--- config.mk ---
export PLATFORM = sky130hd
export DESIGN_NAME = source_tokenizer_keywords
export DESIGN_NICKNAME = d
export VERILOG_FILES = /design/src/hdl/stk_pkg.sv /design/src/hdl/stk_kwmatch.sv /design/src/hdl/stk_scan.sv /design/src/hdl/stk_outq.sv /design/src/hdl/source_tokenizer_keywords.sv
export SDC_FILE = /design/constraint.sdc
export NUM_CORES = 1
export LEC_CHECK = 0
export BUFFER_PORTS_ARGS = -buffer_cell sky130_fd_sc_hd__buf_2
export CORE_UTILIZATION = 57
export CTS_BUF_LIST = sky130_fd_sc_hd__clkbuf_16
export CTS_CLUSTER_DIAMETER = 80
export DETAILED_ROUTE_END_ITERATION = 8
export GPL_TIMING_DRIVEN = 0
export PLACE_DENSITY = 0.8
export SETUP_SLACK_MARGIN = 0.1
export SKIP_LAST_GASP = 1
export SLEW_MARGIN = 20
export SYNTH_ARGS = -nofsm -noshare
export SYNTH_HDL_FRONTEND = slang
export SYNTH_HIERARCHICAL = 1
export SYNTH_SLANG_ARGS = --single-unit
export TNS_END_PERCENT = 100
--- constraint.sdc ---
create_clock -name clk -period 9.05 [get_ports clk]
set_clock_uncertainty 0.05 [all_clocks]
set_input_delay 1.81 -clock clk [delete_from_list [all_inputs] [get_ports clk]]
set_output_delay 1.81 -clock clk [all_outputs]
set_load 0.005 [all_outputs]
--- src/hdl/stk_pkg.sv ---
// ----------------------------------------------------------------------------
// stk_pkg: shared types and constants for the source tokenizer
// Transaction structs, scanner mode codes, token kinds, character codes and
// the keyword table.
// ----------------------------------------------------------------------------
`default_nettype none

package stk_pkg;

    // Counter widths
    localparam int OFFSET_WIDTH = 24;
    localparam int LINE_WIDTH   = 20;
    localparam int LENGTH_WIDTH = 16;
    localparam int KIND_WIDTH   = 5;

    // Identifier prefix kept for keyword matching
    localparam int PREFIX_DEPTH = 5;
    localparam int PREFIX_IDX_W = $clog2(PREFIX_DEPTH);
    localparam int KW_LEN_W     = $clog2(PREFIX_DEPTH + 1);
    localparam int NUM_KEYWORDS = 22;

    // Result queue (depth must be a power of two)
    localparam int OUTQ_DEPTH = 4;
    localparam int OUTQ_PTR_W = $clog2(OUTQ_DEPTH);
    localparam int OUTQ_CNT_W = $clog2(OUTQ_DEPTH + 1);

    // Scanner modes
    localparam logic [1:0] MODE_IDLE   = 2'd0;
    localparam logic [1:0] MODE_IDENT  = 2'd1;
    localparam logic [1:0] MODE_NUMBER = 2'd2;

    // Token kinds
    localparam logic [KIND_WIDTH-1:0] KIND_IDENT         = 5'd0;
    localparam logic [KIND_WIDTH-1:0] KIND_NUMBER        = 5'd1;
    localparam logic [KIND_WIDTH-1:0] KIND_ERROR         = 5'd2;
    localparam logic [KIND_WIDTH-1:0] KIND_FIRST_KEYWORD = 5'd3;

    // Character codes
    localparam logic [7:0] CH_UNDERSCORE = 8'h5F;
    localparam logic [7:0] CH_DOT        = 8'h2E;
    localparam logic [7:0] CH_NEWLINE    = 8'h0A;
    localparam logic [7:0] CH_TAB        = 8'h09;
    localparam logic [7:0] CH_CR         = 8'h0D;
    localparam logic [7:0] CH_SPACE      = 8'h20;
    localparam logic [7:0] CH_DIGIT_0    = 8'h30;
    localparam logic [7:0] CH_DIGIT_9    = 8'h39;
    localparam logic [7:0] CH_UPPER_A    = 8'h41;
    localparam logic [7:0] CH_UPPER_Z    = 8'h5A;
    localparam logic [7:0] CH_LOWER_A    = 8'h61;
    localparam logic [7:0] CH_LOWER_Z    = 8'h7A;

    // Element 0 is the first byte of the identifier
    typedef logic [0:PREFIX_DEPTH-1][7:0] prefix_t;

    typedef struct packed {
        logic [KW_LEN_W-1:0] len;
        prefix_t             text;
    } keyword_t;

    typedef struct packed {
        logic [7:0] byte_value;
        logic       end_of_source;
    } in_item_t;

    typedef struct packed {
        logic [KIND_WIDTH-1:0]   token_kind;
        logic [OFFSET_WIDTH-1:0] start_offset;
        logic [LENGTH_WIDTH-1:0] token_length;
        logic [LINE_WIDTH-1:0]   start_line;
        logic [LINE_WIDTH-1:0]   start_column;
        logic                    last_of_run;
    } tok_t;

    // Up to two tokens produced by one source byte
    typedef struct packed {
        logic [1:0] count;
        tok_t       tok0;
        tok_t       tok1;
    } push_t;

    function automatic keyword_t kw_entry(input logic [KIND_WIDTH-1:0] idx);
        keyword_t kw;
        kw = '0;
        unique case (idx)
            5'd0:    kw = '{len: 3'd2, text: {"fn",    24'h0}};
            5'd1:    kw = '{len: 3'd2, text: {"if",    24'h0}};
            5'd2:    kw = '{len: 3'd3, text: {"let",   16'h0}};
            5'd3:    kw = '{len: 3'd3, text: {"var",   16'h0}};
            5'd4:    kw = '{len: 3'd4, text: {"else",   8'h0}};
            5'd5:    kw = '{len: 3'd3, text: {"for",   16'h0}};
            5'd6:    kw = '{len: 3'd3, text: {"mut",   16'h0}};
            5'd7:    kw = '{len: 3'd3, text: {"pub",   16'h0}};
            5'd8:    kw = '{len: 3'd3, text: {"use",   16'h0}};
            5'd9:    kw = '{len: 3'd4, text: {"enum",   8'h0}};
            5'd10:   kw = '{len: 3'd4, text: {"impl",   8'h0}};
            5'd11:   kw = '{len: 3'd4, text: {"true",   8'h0}};
            5'd12:   kw = '{len: 3'd4, text: {"self",   8'h0}};
            5'd13:   kw = '{len: 3'd4, text: {"type",   8'h0}};
            5'd14:   kw = '{len: 3'd4, text: {"with",   8'h0}};
            5'd15:   kw = '{len: 3'd4, text: {"elif",   8'h0}};
            5'd16:   kw = '{len: 3'd4, text: {"null",   8'h0}};
            5'd17:   kw = '{len: 3'd5, text: "match"};
            5'd18:   kw = '{len: 3'd5, text: "while"};
            5'd19:   kw = '{len: 3'd5, text: "trait"};
            5'd20:   kw = '{len: 3'd5, text: "async"};
            5'd21:   kw = '{len: 3'd5, text: "await"};
            default: kw = '0;
        endcase
        return kw;
    endfunction

endpackage

`default_nettype wire

--- src/hdl/stk_kwmatch.sv ---
// ----------------------------------------------------------------------------
// stk_kwmatch: exact keyword match
// Compares an identifier prefix and length against the keyword table.
// ----------------------------------------------------------------------------
`default_nettype none

module stk_kwmatch (
    input  wire stk_pkg::prefix_t                     prefix,
    input  wire logic [stk_pkg::LENGTH_WIDTH-1:0]     len,
    output logic      [stk_pkg::KIND_WIDTH-1:0]       kind
);

    logic [stk_pkg::NUM_KEYWORDS-1:0] hit;
    stk_pkg::keyword_t                kw [stk_pkg::NUM_KEYWORDS];

    // One comparator per keyword; only the bytes inside the length count
    always_comb
    begin
        for (int k = 0; k < stk_pkg::NUM_KEYWORDS; k++)
        begin
            kw[k]  = stk_pkg::kw_entry(stk_pkg::KIND_WIDTH'(k));
            hit[k] = (len == stk_pkg::LENGTH_WIDTH'(kw[k].len));
            for (int i = 0; i < stk_pkg::PREFIX_DEPTH; i++)
            begin
                if ((stk_pkg::KW_LEN_W'(i) < kw[k].len) && (prefix[i] != kw[k].text[i]))
                begin
                    hit[k] = 1'b0;
                end
            end
        end
    end

    always_comb
    begin
        kind = stk_pkg::KIND_IDENT;
        for (int k = stk_pkg::NUM_KEYWORDS - 1; k >= 0; k--)
        begin
            if (hit[k])
            begin
                kind = stk_pkg::KIND_FIRST_KEYWORD + stk_pkg::KIND_WIDTH'(k);
            end
        end
    end

endmodule

`default_nettype wire

--- src/hdl/stk_scan.sv ---
// ----------------------------------------------------------------------------
// stk_scan: byte register, scanner state and token formation
// Registers one source byte, then classifies it, updates the position
// counters and the open token, and hands up to two tokens to the queue.
// ----------------------------------------------------------------------------
`default_nettype none

module stk_scan (
    input  wire                    clk,
    input  wire                    rst_n,
    input  wire                    src_valid,
    output logic                   src_stall,
    input  wire stk_pkg::in_item_t src_data,
    input  wire                    room,
    output stk_pkg::push_t         push
);

    logic                                in_vld_reg;
    logic                                in_vld_next;
    stk_pkg::in_item_t                   in_data_reg;

    logic [1:0]                          mode_reg;
    logic [1:0]                          mode_next;
    logic [stk_pkg::OFFSET_WIDTH-1:0]    pos_reg;
    logic [stk_pkg::OFFSET_WIDTH-1:0]    pos_next;
    logic [stk_pkg::LINE_WIDTH-1:0]      line_reg;
    logic [stk_pkg::LINE_WIDTH-1:0]      line_next;
    logic [stk_pkg::LINE_WIDTH-1:0]      col_reg;
    logic [stk_pkg::LINE_WIDTH-1:0]      col_next;

    logic [stk_pkg::OFFSET_WIDTH-1:0]    start_off_reg;
    logic [stk_pkg::OFFSET_WIDTH-1:0]    start_off_next;
    logic [stk_pkg::LINE_WIDTH-1:0]      start_line_reg;
    logic [stk_pkg::LINE_WIDTH-1:0]      start_line_next;
    logic [stk_pkg::LINE_WIDTH-1:0]      start_col_reg;
    logic [stk_pkg::LINE_WIDTH-1:0]      start_col_next;
    logic [stk_pkg::LENGTH_WIDTH-1:0]    len_reg;
    logic [stk_pkg::LENGTH_WIDTH-1:0]    len_next;
    stk_pkg::prefix_t                    prefix_reg;
    stk_pkg::prefix_t                    prefix_next;

    logic [7:0]                          b;
    logic                                eos;
    logic                                proc;
    logic                                is_alpha;
    logic                                is_digit;
    logic                                is_space;
    logic                                ident_char;
    logic                                open_ident;
    logic                                open_num;
    logic                                cont;
    logic                                start_id;
    logic                                start_num;
    logic                                close_a;
    logic                                err;
    logic                                close_z;
    logic [1:0]                          mode_mid;
    logic [stk_pkg::KIND_WIDTH-1:0]      kw_kind_a;
    logic [stk_pkg::KIND_WIDTH-1:0]      kw_kind_z;
    stk_pkg::tok_t                       tok_a;
    stk_pkg::tok_t                       tok_e;
    stk_pkg::tok_t                       tok_z;

    assign b   = in_data_reg.byte_value;
    assign eos = in_data_reg.end_of_source;

    assign proc        = in_vld_reg && room;
    assign src_stall   = in_vld_reg && !room;
    assign in_vld_next = (src_valid && !src_stall) ? 1'b1 : (proc ? 1'b0 : in_vld_reg);

    // Byte classes, C locale
    assign is_alpha = ((b >= stk_pkg::CH_LOWER_A) && (b <= stk_pkg::CH_LOWER_Z)) ||
                      ((b >= stk_pkg::CH_UPPER_A) && (b <= stk_pkg::CH_UPPER_Z));
    assign is_digit = (b >= stk_pkg::CH_DIGIT_0) && (b <= stk_pkg::CH_DIGIT_9);
    assign is_space = (b == stk_pkg::CH_SPACE) ||
                      ((b >= stk_pkg::CH_TAB) && (b <= stk_pkg::CH_CR));
    assign ident_char = is_alpha || is_digit || (b == stk_pkg::CH_UNDERSCORE);

    // An unused mode code behaves as idle
    assign open_ident = (mode_reg == stk_pkg::MODE_IDENT);
    assign open_num   = (mode_reg == stk_pkg::MODE_NUMBER);
    assign cont       = (open_ident && ident_char) ||
                        (open_num && (is_digit || (b == stk_pkg::CH_DOT)));
    assign close_a    = !cont && (open_ident || open_num);
    assign start_id   = !cont && (is_alpha || (b == stk_pkg::CH_UNDERSCORE));
    assign start_num  = !cont && is_digit;
    assign err        = !cont && !is_space && !start_id && !start_num;

    // Open token after this byte, before the end flag
    always_comb
    begin
        mode_mid        = mode_reg;
        len_next        = len_reg;
        prefix_next     = prefix_reg;
        start_off_next  = start_off_reg;
        start_line_next = start_line_reg;
        start_col_next  = start_col_reg;
        if (cont)
        begin
            if (len_reg != '1)
            begin
                len_next = len_reg + 1'b1;
            end
            if (open_ident && (len_reg < stk_pkg::LENGTH_WIDTH'(stk_pkg::PREFIX_DEPTH)))
            begin
                prefix_next[len_reg[stk_pkg::PREFIX_IDX_W-1:0]] = b;
            end
        end
        else
        begin
            mode_mid        = start_id  ? stk_pkg::MODE_IDENT  :
                              start_num ? stk_pkg::MODE_NUMBER : stk_pkg::MODE_IDLE;
            len_next        = stk_pkg::LENGTH_WIDTH'(1);
            start_off_next  = pos_reg;
            start_line_next = line_reg;
            start_col_next  = col_reg;
            if (start_id)
            begin
                prefix_next[0] = b;
            end
        end
    end

    assign close_z = eos && (mode_mid != stk_pkg::MODE_IDLE);

    stk_kwmatch u_kw_a (
        .prefix (prefix_reg),
        .len    (len_reg),
        .kind   (kw_kind_a)
    );

    stk_kwmatch u_kw_z (
        .prefix (prefix_next),
        .len    (len_next),
        .kind   (kw_kind_z)
    );

    always_comb
    begin
        tok_a.token_kind   = open_ident ? kw_kind_a : stk_pkg::KIND_NUMBER;
        tok_a.start_offset = start_off_reg;
        tok_a.token_length = len_reg;
        tok_a.start_line   = start_line_reg;
        tok_a.start_column = start_col_reg;
        tok_a.last_of_run  = 1'b0;

        tok_e.token_kind   = stk_pkg::KIND_ERROR;
        tok_e.start_offset = pos_reg;
        tok_e.token_length = stk_pkg::LENGTH_WIDTH'(1);
        tok_e.start_line   = line_reg;
        tok_e.start_column = col_reg;
        tok_e.last_of_run  = 1'b0;

        tok_z.token_kind   = (mode_mid == stk_pkg::MODE_IDENT) ? kw_kind_z
                                                               : stk_pkg::KIND_NUMBER;
        tok_z.start_offset = start_off_next;
        tok_z.token_length = len_next;
        tok_z.start_line   = start_line_next;
        tok_z.start_column = start_col_next;
        tok_z.last_of_run  = 1'b0;
    end

    // Order: closed token, then error byte or end-flag flush
    always_comb
    begin
        push.tok0 = close_a ? tok_a : (err ? tok_e : tok_z);
        push.tok1 = err ? tok_e : tok_z;
        if (proc)
        begin
            push.count = 2'(close_a) + 2'(err) + 2'(close_z);
        end
        else
        begin
            push.count = 2'd0;
        end
        push.tok0.last_of_run = (push.count == 2'd1);
        push.tok1.last_of_run = 1'b1;
    end

    // Position counters and mode
    always_comb
    begin
        mode_next = eos ? stk_pkg::MODE_IDLE : mode_mid;
        pos_next  = (pos_reg != '1) ? pos_reg + 1'b1 : pos_reg;
        if (b == stk_pkg::CH_NEWLINE)
        begin
            line_next = (line_reg != '1) ? line_reg + 1'b1 : line_reg;
            col_next  = stk_pkg::LINE_WIDTH'(1);
        end
        else
        begin
            line_next = line_reg;
            col_next  = (col_reg != '1) ? col_reg + 1'b1 : col_reg;
        end
        if (eos)
        begin
            pos_next  = '0;
            line_next = stk_pkg::LINE_WIDTH'(1);
            col_next  = stk_pkg::LINE_WIDTH'(1);
        end
    end

    always_ff @(posedge clk or negedge rst_n)
    begin
        if (!rst_n)
        begin
            in_vld_reg <= 1'b0;
            mode_reg   <= stk_pkg::MODE_IDLE;
            pos_reg    <= '0;
            line_reg   <= stk_pkg::LINE_WIDTH'(1);
            col_reg    <= stk_pkg::LINE_WIDTH'(1);
        end
        else
        begin
            in_vld_reg <= in_vld_next;
            if (proc)
            begin
                mode_reg <= mode_next;
                pos_reg  <= pos_next;
                line_reg <= line_next;
                col_reg  <= col_next;
            end
        end
    end

    always_ff @(posedge clk)
    begin
        if (src_valid && !src_stall)
        begin
            in_data_reg <= src_data;
        end
        if (proc)
        begin
            start_off_reg  <= start_off_next;
            start_line_reg <= start_line_next;
            start_col_reg  <= start_col_next;
            len_reg        <= len_next;
            prefix_reg     <= prefix_next;
        end
    end

    // End flag returns the counters to their reset values
    a_eos_restart: assert property (@(posedge clk) disable iff (!rst_n)
        (proc && eos) |=> ((mode_reg == stk_pkg::MODE_IDLE) && (pos_reg == '0) &&
                           (line_reg == stk_pkg::LINE_WIDTH'(1)) &&
                           (col_reg == stk_pkg::LINE_WIDTH'(1))))
        else $error("scanner state not restarted after end of source");

endmodule

`default_nettype wire

--- src/hdl/stk_outq.sv ---
// ----------------------------------------------------------------------------
// stk_outq: token result queue
// Small register queue that takes up to two tokens per cycle and returns
// one per cycle on the output channel while tok_stall is low.
// ----------------------------------------------------------------------------
`default_nettype none

module stk_outq (
    input  wire                  clk,
    input  wire                  rst_n,
    input  wire stk_pkg::push_t  push,
    output logic                 room,
    output logic                 tok_valid,
    input  wire                  tok_stall,
    output stk_pkg::tok_t        tok_data
);

    stk_pkg::tok_t                     q_reg [stk_pkg::OUTQ_DEPTH];
    logic [stk_pkg::OUTQ_PTR_W-1:0]    wptr_reg;
    logic [stk_pkg::OUTQ_PTR_W-1:0]    wptr_next;
    logic [stk_pkg::OUTQ_PTR_W-1:0]    rptr_reg;
    logic [stk_pkg::OUTQ_PTR_W-1:0]    rptr_next;
    logic [stk_pkg::OUTQ_CNT_W-1:0]    count_reg;
    logic [stk_pkg::OUTQ_CNT_W-1:0]    count_next;
    logic [stk_pkg::OUTQ_PTR_W-1:0]    wptr_second;
    logic                              pop;

    assign tok_valid = (count_reg != '0);
    assign tok_data  = q_reg[rptr_reg];
    assign pop       = tok_valid && !tok_stall;

    // Room for a worst-case pair, judged before this cycle's pop
    assign room = (count_reg <= stk_pkg::OUTQ_CNT_W'(stk_pkg::OUTQ_DEPTH - 2));

    assign wptr_second = wptr_reg + 1'b1;
    assign wptr_next   = wptr_reg + stk_pkg::OUTQ_PTR_W'(push.count);
    assign rptr_next   = rptr_reg + stk_pkg::OUTQ_PTR_W'(pop);
    assign count_next  = count_reg + stk_pkg::OUTQ_CNT_W'(push.count)
                                   - stk_pkg::OUTQ_CNT_W'(pop);

    always_ff @(posedge clk or negedge rst_n)
    begin
        if (!rst_n)
        begin
            wptr_reg  <= '0;
            rptr_reg  <= '0;
            count_reg <= '0;
        end
        else
        begin
            wptr_reg  <= wptr_next;
            rptr_reg  <= rptr_next;
            count_reg <= count_next;
        end
    end

    always_ff @(posedge clk)
    begin
        if (push.count != 2'd0)
        begin
            q_reg[wptr_reg] <= push.tok0;
        end
        if (push.count == 2'd2)
        begin
            q_reg[wptr_second] <= push.tok1;
        end
    end

    a_count_bound: assert property (@(posedge clk) disable iff (!rst_n)
        count_reg <= stk_pkg::OUTQ_CNT_W'(stk_pkg::OUTQ_DEPTH))
        else $error("result queue count beyond depth");

    a_no_overflow: assert property (@(posedge clk) disable iff (!rst_n)
        (push.count != 2'd0) |->
            (count_reg <= stk_pkg::OUTQ_CNT_W'(stk_pkg::OUTQ_DEPTH - 2)))
        else $error("tokens pushed without room in result queue");

endmodule

`default_nettype wire

--- src/hdl/source_tokenizer_keywords.sv ---
// A byte is scanned from the byte register and its tokens enter the result queue.
// Throughput: one source byte per cycle while src_stall is low; a byte may yield
// 0, 1 or 2 token transactions; the 4-entry result queue absorbs the second token
// of a pair, and src_stall rises only while fewer than two queue slots are free.
// Reset (rst_n low, async): queue empty, scanner idle, offset 0, line 1, column 1.
// ----------------------------------------------------------------------------
// source_tokenizer_keywords: streaming lexical scanner with keyword match
// Takes source bytes and emits zero-copy tokens (kind, start offset, length,
// start line and column). Identifiers up to five bytes are matched exactly
// against the keyword list when they close.
// ----------------------------------------------------------------------------
`default_nettype none

module source_tokenizer_keywords (
    input  wire                    clk,
    input  wire                    rst_n,

    // Source byte channel
    input  wire                    src_valid,
    output logic                   src_stall,
    input  wire stk_pkg::in_item_t src_data,

    // Token channel
    output logic                   tok_valid,
    input  wire                    tok_stall,
    output stk_pkg::tok_t          tok_data
);

    // Tokens formed from the registered byte, zero to two per cycle
    stk_pkg::push_t push;

    // Queue can take a full pair this cycle
    logic           room;

    // Scanner: byte register, classification, position counters, open token
    // and keyword matching. The byte register frees as soon as the byte is
    // scanned, so a new transaction is taken every cycle while room holds.
    stk_scan u_scan (
        .clk       (clk),
        .rst_n     (rst_n),
        .src_valid (src_valid),
        .src_stall (src_stall),
        .src_data  (src_data),
        .room      (room),
        .push      (push)
    );

    // Result queue: registered token outputs, decouples the two channels so
    // a stalled token transaction does not stop the scanner until fewer than two slots are free.
    stk_outq u_outq (
        .clk       (clk),
        .rst_n     (rst_n),
        .push      (push),
        .room      (room),
        .tok_valid (tok_valid),
        .tok_stall (tok_stall),
        .tok_data  (tok_data)
    );

    // Input only stalls when the queue is nearly full, so tokens must be waiting
    a_stall_has_output: assert property (@(posedge clk) disable iff (!rst_n)
        src_stall |-> tok_valid)
        else $error("source stalled while no token is pending");

endmodule

`default_nettype wire
==> flow_summary.toml, run 1 <==
[routing]
wl_um = 82100
wl_per_cell_um = 25.8
via_per_inst = 6.69
drtIter0Drc = 1937
final_antenna_net_count = 0
drt_drc_violations_left = 0
vias = 21300
detail_route.first_pass.iterations = 6

[synthesis]
synth.distinct_cells = 106
syn-cell-area_um2 = 31400
synth_ff_type = "edfxtp_1"
synth_nets = 2287
ys_seq_elements = 547
ys_seq_area_share_pct = 51.1
synth-async-reset-ratio_pct = 13.5
synth.avg_cell_area_um2 = 13.9
yosys_warnings = 6
synth_edf_count = 473
synthCells = 2262

[floorplan]
coreArea_um2 = 54100
die_width_um = 237
io_pins = 101
die_area_um2 = 56100
die_h_um = 237
rows = 85
start_util_pct = 58.1

[grt]
grt_util_met1_pct = 38.9
grt_usage_pct = 29.2
antenna_found_initial = 2
use_met2_pct = 48.5
grt_max_degree = 46
grt_pass1_vias = 21500
grt_pass1_wl_um = 126000
gr-total-overflow = 0
met3_usage_pct = 3.73
busiest_layer = "met2"

[timing]
final.min_clock_period_ps = 6290
slew_violations = 0
tns_ps = 0
setup_violations = 0
rsz0062_at_grt = "false"
fin_ws_ps = 2760
hold_viol = 0
worst_pin_slew_ps = 1100
max_slew_margin_pct = 26.5
max_freq_mhz = 159
period_share_pct = 69.5

[clocking]
cts_buffer_depth = 3
post_cts_resized = 0
post_cts_buffers = 0
cts_sinks = 547
cts_hold_buffers = 0
cts_tree = "yes"
cts_made_buffers = 58
root_buffer = "clkbuf_16"
cts_htree_levels = 2
clkSlewWorstSetupHoldPaths_ps = 60
clkLatencyLatePin_ps = 630

[setup_path]
crit_arrival_ps = 6530
r2r_setup_slack_ps = 2760
crit_path_max_incr_delay_ps = 630
crit_slowest_cell = "a21o_4"
worst_setup_path_start_kind = "flop"
required_ps = 9290
crit_type = "flop to flop"
path_cells = "clkbuf_1 -> nand4_1 -> nand3_1 -> nand2_1 -> buf_4 -> buf_2 -> a311oi_1 -> fa_1 -> and3_1 -> nor2b_2 -> and3b_1 -> buf_4 -> buf_6 -> buf_6 -> a21o_4 -> buf_16"
worst-path-max-fanout = 45
r2r_cells = 16
cp-end-kind = "flop"

[layout]
diodes = 0
layout.nets = 2471
largest_reg_flops = 344
stdcell_area_um2 = 35300
drive_gt1_share_pct = 40.0
num-fill-cells = 3801
fin_cells = 3188
syn2layout_area_growth_pct = 12.1

[hold_path]
hold_class = "flop to flop"
whs_path_depth = 1

[placed_design]
dp.cells = 3082
pre_cts_ws_ps = 2950
portBuffers = 100
routabilityCongestion = 0.879
dp_hpwl_um = 58100
placed_area_um2 = 33300

[flow_run]
maxCapViolCount = 0

[power_and_ir_drop]
finalPower_mw = 11.2
power.density_nw_per_um2 = 316
peakVddDrop_v = 0.000185
cellLeakagePower_nw = 12.9

[status]
run_status = "finished, final reports clean"
==> path summary, 6_finish.rpt <==
| path | start | endpoint |
|---|---|---|
| worst max-delay path | u_scan/b[4] | u_outq/q_reg[2][46] |
| worst min-delay path | u_outq/wptr_reg[0] | u_outq/wptr_reg[0] |
| worst max register to register | u_scan/b[4] | u_outq/q_reg[2][46] |
| worst min register to register | u_outq/wptr_reg[0] | u_outq/wptr_reg[0] |
| max in group asynchronous | rst_n | u_scan/col_reg[0] |
| min in group asynchronous | rst_n | u_scan/pos_reg[9] |
==> synth_stat cells (18+ instances only) <==
cell type / n / area share [%]
o21ai_0: 50 / 0.80
buf_2: 61 / 0.97
inv_1: 43 / 0.51
dfrtp_1: 72 / 5.7
or3_1: 28 / 0.56
nand3_1: 61 / 0.97
nor2_1: 88 / 1.1
nand4_1: 64 / 1.3
buf_4: 34 / 0.81
mux2_4: 69 / 3.3
edfxtp_1: 473 / 45
nand2_1: 79 / 0.94
nor3_1: 40 / 0.64
mux4_2: 86 / 6.2
or4_1: 20 / 0.48
clkbuf_1: 36 / 0.43
mux2_2: 462 / 17
nor4_1: 37 / 0.74
and3_1: 18 / 0.36
o31ai_1: 20 / 0.48
mux2_1: 40 / 1.4
a21oi_1: 59 / 0.94
==> cell type report <==
class	instances	area, um2	area share [%]
clock buffers	65	1630	4.61
plain buffers	150	897	2.54
clock inverters	41	293	0.830
repair buffers	124	988	2.80
inverters	43	161	0.458
flip-flops and latches	547	16100	45.5
multi-input cells	1522	14400	40.7
well taps	696	871	2.47
==> per-layer routing <==
layer	share of wire [%]	vias to the layer above	wire length, um
li1	-	9400	-
met5	0.016	-	13
met1	40	10800	33200
met2	49	934	40000
met3	7.0	203	5730
met4	3.9	2	3230
==> where the power goes <==
group | switching, mW | internal, mW
clock | 0.994 | 1.39
combinational | 2.48 | 2.05
sequential | 0.396 | 3.84
total | 3.87 | 7.28
==> per-stage QoR <==
| stage | utilization, % | hold WS [ps] |
|---|---|---|
| 2_1_floorplan | - | 411 |
| 3_3_place_gp | 60.6 | 424 |
| 3_5_place_dp | 61.6 | 427 |
| 4_1_cts | 65.1 | 441 |
| 5_1_grt | 65.1 | 483 |
| 6_report | 65.1 | 439 |
==> worst max-delay path: cells and delay by family (launching register included) <==
kind,cells,cell delay (ps)
AND/OR/NAND/NOR,6,1890
AO/OA/AOI/OAI,2,1080
adder cells (fa/ha/maj),1,480
buffers and inverters,7,1910
flip-flops,1,490
==> placed cells by master, fill, tap and decap left out, drive strengths merged, types with 16 or more instances in the layout <==
cell    netlist  layout
nand3        63      63
and4         18      18
nor3         45      45
buf         113     237
clkbuf       37     102
a21oi        59      59
nor2         88      88
mux2        571     571
mux4         86      86
or3          29      29
dfrtp        72      72
inv          43      58
clkinv        0      21
nand2        80      80
o21ai        54      54
edfxtp      473     473
nor2b        16      16
o31ai        20      20
and3         18      18
or4          23      23
nor4         44      44
nand4        66      66
==> kinds of logic after synthesis <==
group           after synthesis  synth area share [%]
mux                         663                  27.6
compound gates              217                  4.72
other cells                   1                0.0119
xor+xnor                     22                 0.613
flops                       547                  51.1
buf+inv                     193                  3.36
simple gates                607                  12.1
fa+ha+maj                    12                 0.525
No activity file was read; power rests on OpenSTA's default activity.
==> run 2, diff against run 1 <==
- clock period: 9.05 -> 5.7 ns (I/O delays scaled with it)
==> run 2 against run 1 <==
  * Sequential share of layout area increased by 0.12 points
  * First-iteration DRC count increased by 12%
  * Clock power increased by 46%
  * Core utilization decreased by 0.17 points
  * Wire length increased by 1.0%
  * Non-clock buffer count unchanged
  * Setup slack got worse by 2600 ps
  * Sequential power increased by 58%
  * Critical path depth increased by 4
  * Critical path type unchanged
==> flow_summary.toml, run 2 (synthesized netlist as in run 1, its figures left out) <==
[status]
run_status = "finished, final reports clean"

[power_and_ir_drop]
p_int_mw = 11.2
swShare_pct = 35.5
peakVddDrop_v = 0.000290
seqPwrFrac_pct = 38.6
p_comb_share_pct = 41.4
cellLeakagePower_nw = 12.8
p_sw_mw = 6.18
clkPwrFrac_pct = 20.0
power.density_nw_per_um2 = 495

[floorplan]
io_pins = 101
rows = 85
die_h_um = 237
coreArea_um2 = 54100
die_width_um = 237
die_area_um2 = 56100
start_util_pct = 58.1

[routing]
final_antenna_net_count = 0
detail_route.first_pass.iterations = 6
vias = 21400
wl_um = 83000
drt_drc_violations_left = 0
wl_per_cell_um = 26.0
via_per_inst = 6.72
drtIter0Drc = 2172

[clocking]
root_buffer = "clkbuf_16"
cts_tree = "yes"
cts_made_buffers = 57
clkSlewWorstSetupHoldPaths_ps = 60
cts_htree_levels = 2
clkLatencyLatePin_ps = 650
cts_sinks = 547
cts_buffer_depth = 3
cts_hold_buffers = 0

[timing]
final.min_clock_period_ps = 5510
max_freq_mhz = 182
slew_violations = 0
period_share_pct = 96.6
hold_viol = 0
max_slew_margin_pct = 27.9
setup_violations = 0
fin_hold_ws_ps = 445
rsz0062_at_grt = "false"
worst_pin_slew_ps = 1080

[setup_path]
cp-end-kind = "flop"
crit_type = "flop to flop"
worst_setup_path_start_kind = "flop"
crit_arrival_ps = 5780
required_ps = 5970
worst-path-max-fanout = 12

[grt]
grt_pass1_vias = 21600
grt_usage_pct = 29.6
antenna_found_initial = 2
grt_pass1_wl_um = 128000
grt_max_degree = 80
gr-total-overflow = 0

[layout]
layout_commonest_cell = "edfxtp_1"
layout.nets = 2470
diodes = 0
syn2layout_area_growth_pct = 11.8
mostFrequentLayoutCells = "edfxtp_1, mux2_2, buf_2, mux4_2, nor2_1"
largest_reg_flops = 344
drive_gt1_share_pct = 40.4
fin_util_pct = 65.0
num-fill-cells = 3846

[placed_design]
routabilityCongestion = 0.913
dp_hpwl_um = 57600
portBuffers = 100

[flow_run]
maxCapViolCount = 0

[hold_path]
hold_class = "input port to asynchronous set/reset pin"
==> run 2: cell types whose count changed in the layout (fill, tap and decap cells not counted), sizes merged <==
cell      before  now
clkinv        21   27
inv           58   62
clkbuf       102   96
bufinv         4    2
buf          237  235
clkinvlp       1    2
==> run 2: final cells by class <==
class                           instances  area [um2]  share of cell area [%]
Timing Repair Buffer                  125         951                    2.70
Sequential cell                       547       16100                    45.7
Clock buffer                           57        1430                    4.06
Multi-Input combinational cell       1522       14500                    41.2
Clock inverter                         50         303                   0.861
Tap cell                              696         871                    2.48
Buffer                                149         923                    2.63
Inverter                               43         161                   0.459
==> run 2: through the flow <==
| step | cells | setup TNS, ps | instance area, um2 | worst slack, ps | total power, mW |
|---|---|---|---|---|---|
| 3_3_place_gp | 3058 | -749060 | 32800 | -2920 | 13.5 |
| 6_report | 3189 | 0 | 35200 | 194 | 17.4 |
| 3_5_place_dp | 3080 | -9210 | 33300 | -240 | 13.8 |
| 5_1_grt | 3189 | 0 | 35200 | 48.7 | 18.1 |
| 4_1_cts | 3188 | 0 | 35000 | 59.5 | 17.4 |
| 2_1_floorplan | 2262 | 0 | 31500 | 234 | 11.3 |
==> run 2: power groups by stage <==
stage	clock network (mW)	logic [mW]	registers, mW
3_5_place_dp	0	7.07	6.78
5_1_grt	3.69	7.61	6.84
4_1_cts	3.53	7.13	6.71
6_report	3.48	7.21	6.72
3_3_place_gp	0	6.61	6.86
2_1_floorplan	0	4.67	6.63
==> run 2: what timing repair did <==
item                                    CTS  global route
pin swaps                                 0             5
cloned                                    0             0
endpoints found under the setup margin  123            81
setup buffers                             1             2
resized for setup                         7            30
==> run 2: worst max-delay path: stages (launching register included) <==
cell and delay (ps):
dfrtp_1 410, inv_1 110, ha_1 260, nor4bb_1 150, a32o_1 280, o21ai_2 270
nand2_1 180, buf_4 230, buf_2 240, a311oi_2 360, fa_1 460, and3_1 310
nor2b_4 260, nand3_4 210, buf_4 280, buf_6 190, o31ai_4 100, buf_6 260
buf_8 190, buf_8 170, buf_6 170
==> run 2: routing by layer <==
layer | GRT usage, % | vias to the layer above | part of all wire, %
li1 | - | 9411 | -
met4 | 9.19 | 4 | 2.7
met3 | 4.67 | 191 | 7.2
met1 | 39.6 | 10900 | 40
met2 | 49.8 | 915 | 50
met5 | 0 | - | 0.025
==> run 2: path summary, 6_finish.rpt <==
check / startpoint / endpoint / slack [ps] / cells past startpoint
setup reg to reg: u_scan/mode_reg[0] / u_outq/q_reg[0][52] / 190 / 20
min in group clk: u_outq/wptr_reg[0] / u_outq/wptr_reg[0] / 460 / 1
setup / recovery: u_scan/mode_reg[0] / u_outq/q_reg[0][52] / 190 / 20
hold / removal: rst_n / u_scan/pos_reg[15] / 450 / 1
hold reg to reg: u_outq/wptr_reg[0] / u_outq/wptr_reg[0] / 460 / 1
max in group asynchronous: rst_n / u_scan/col_reg[0] / 4490 / 2
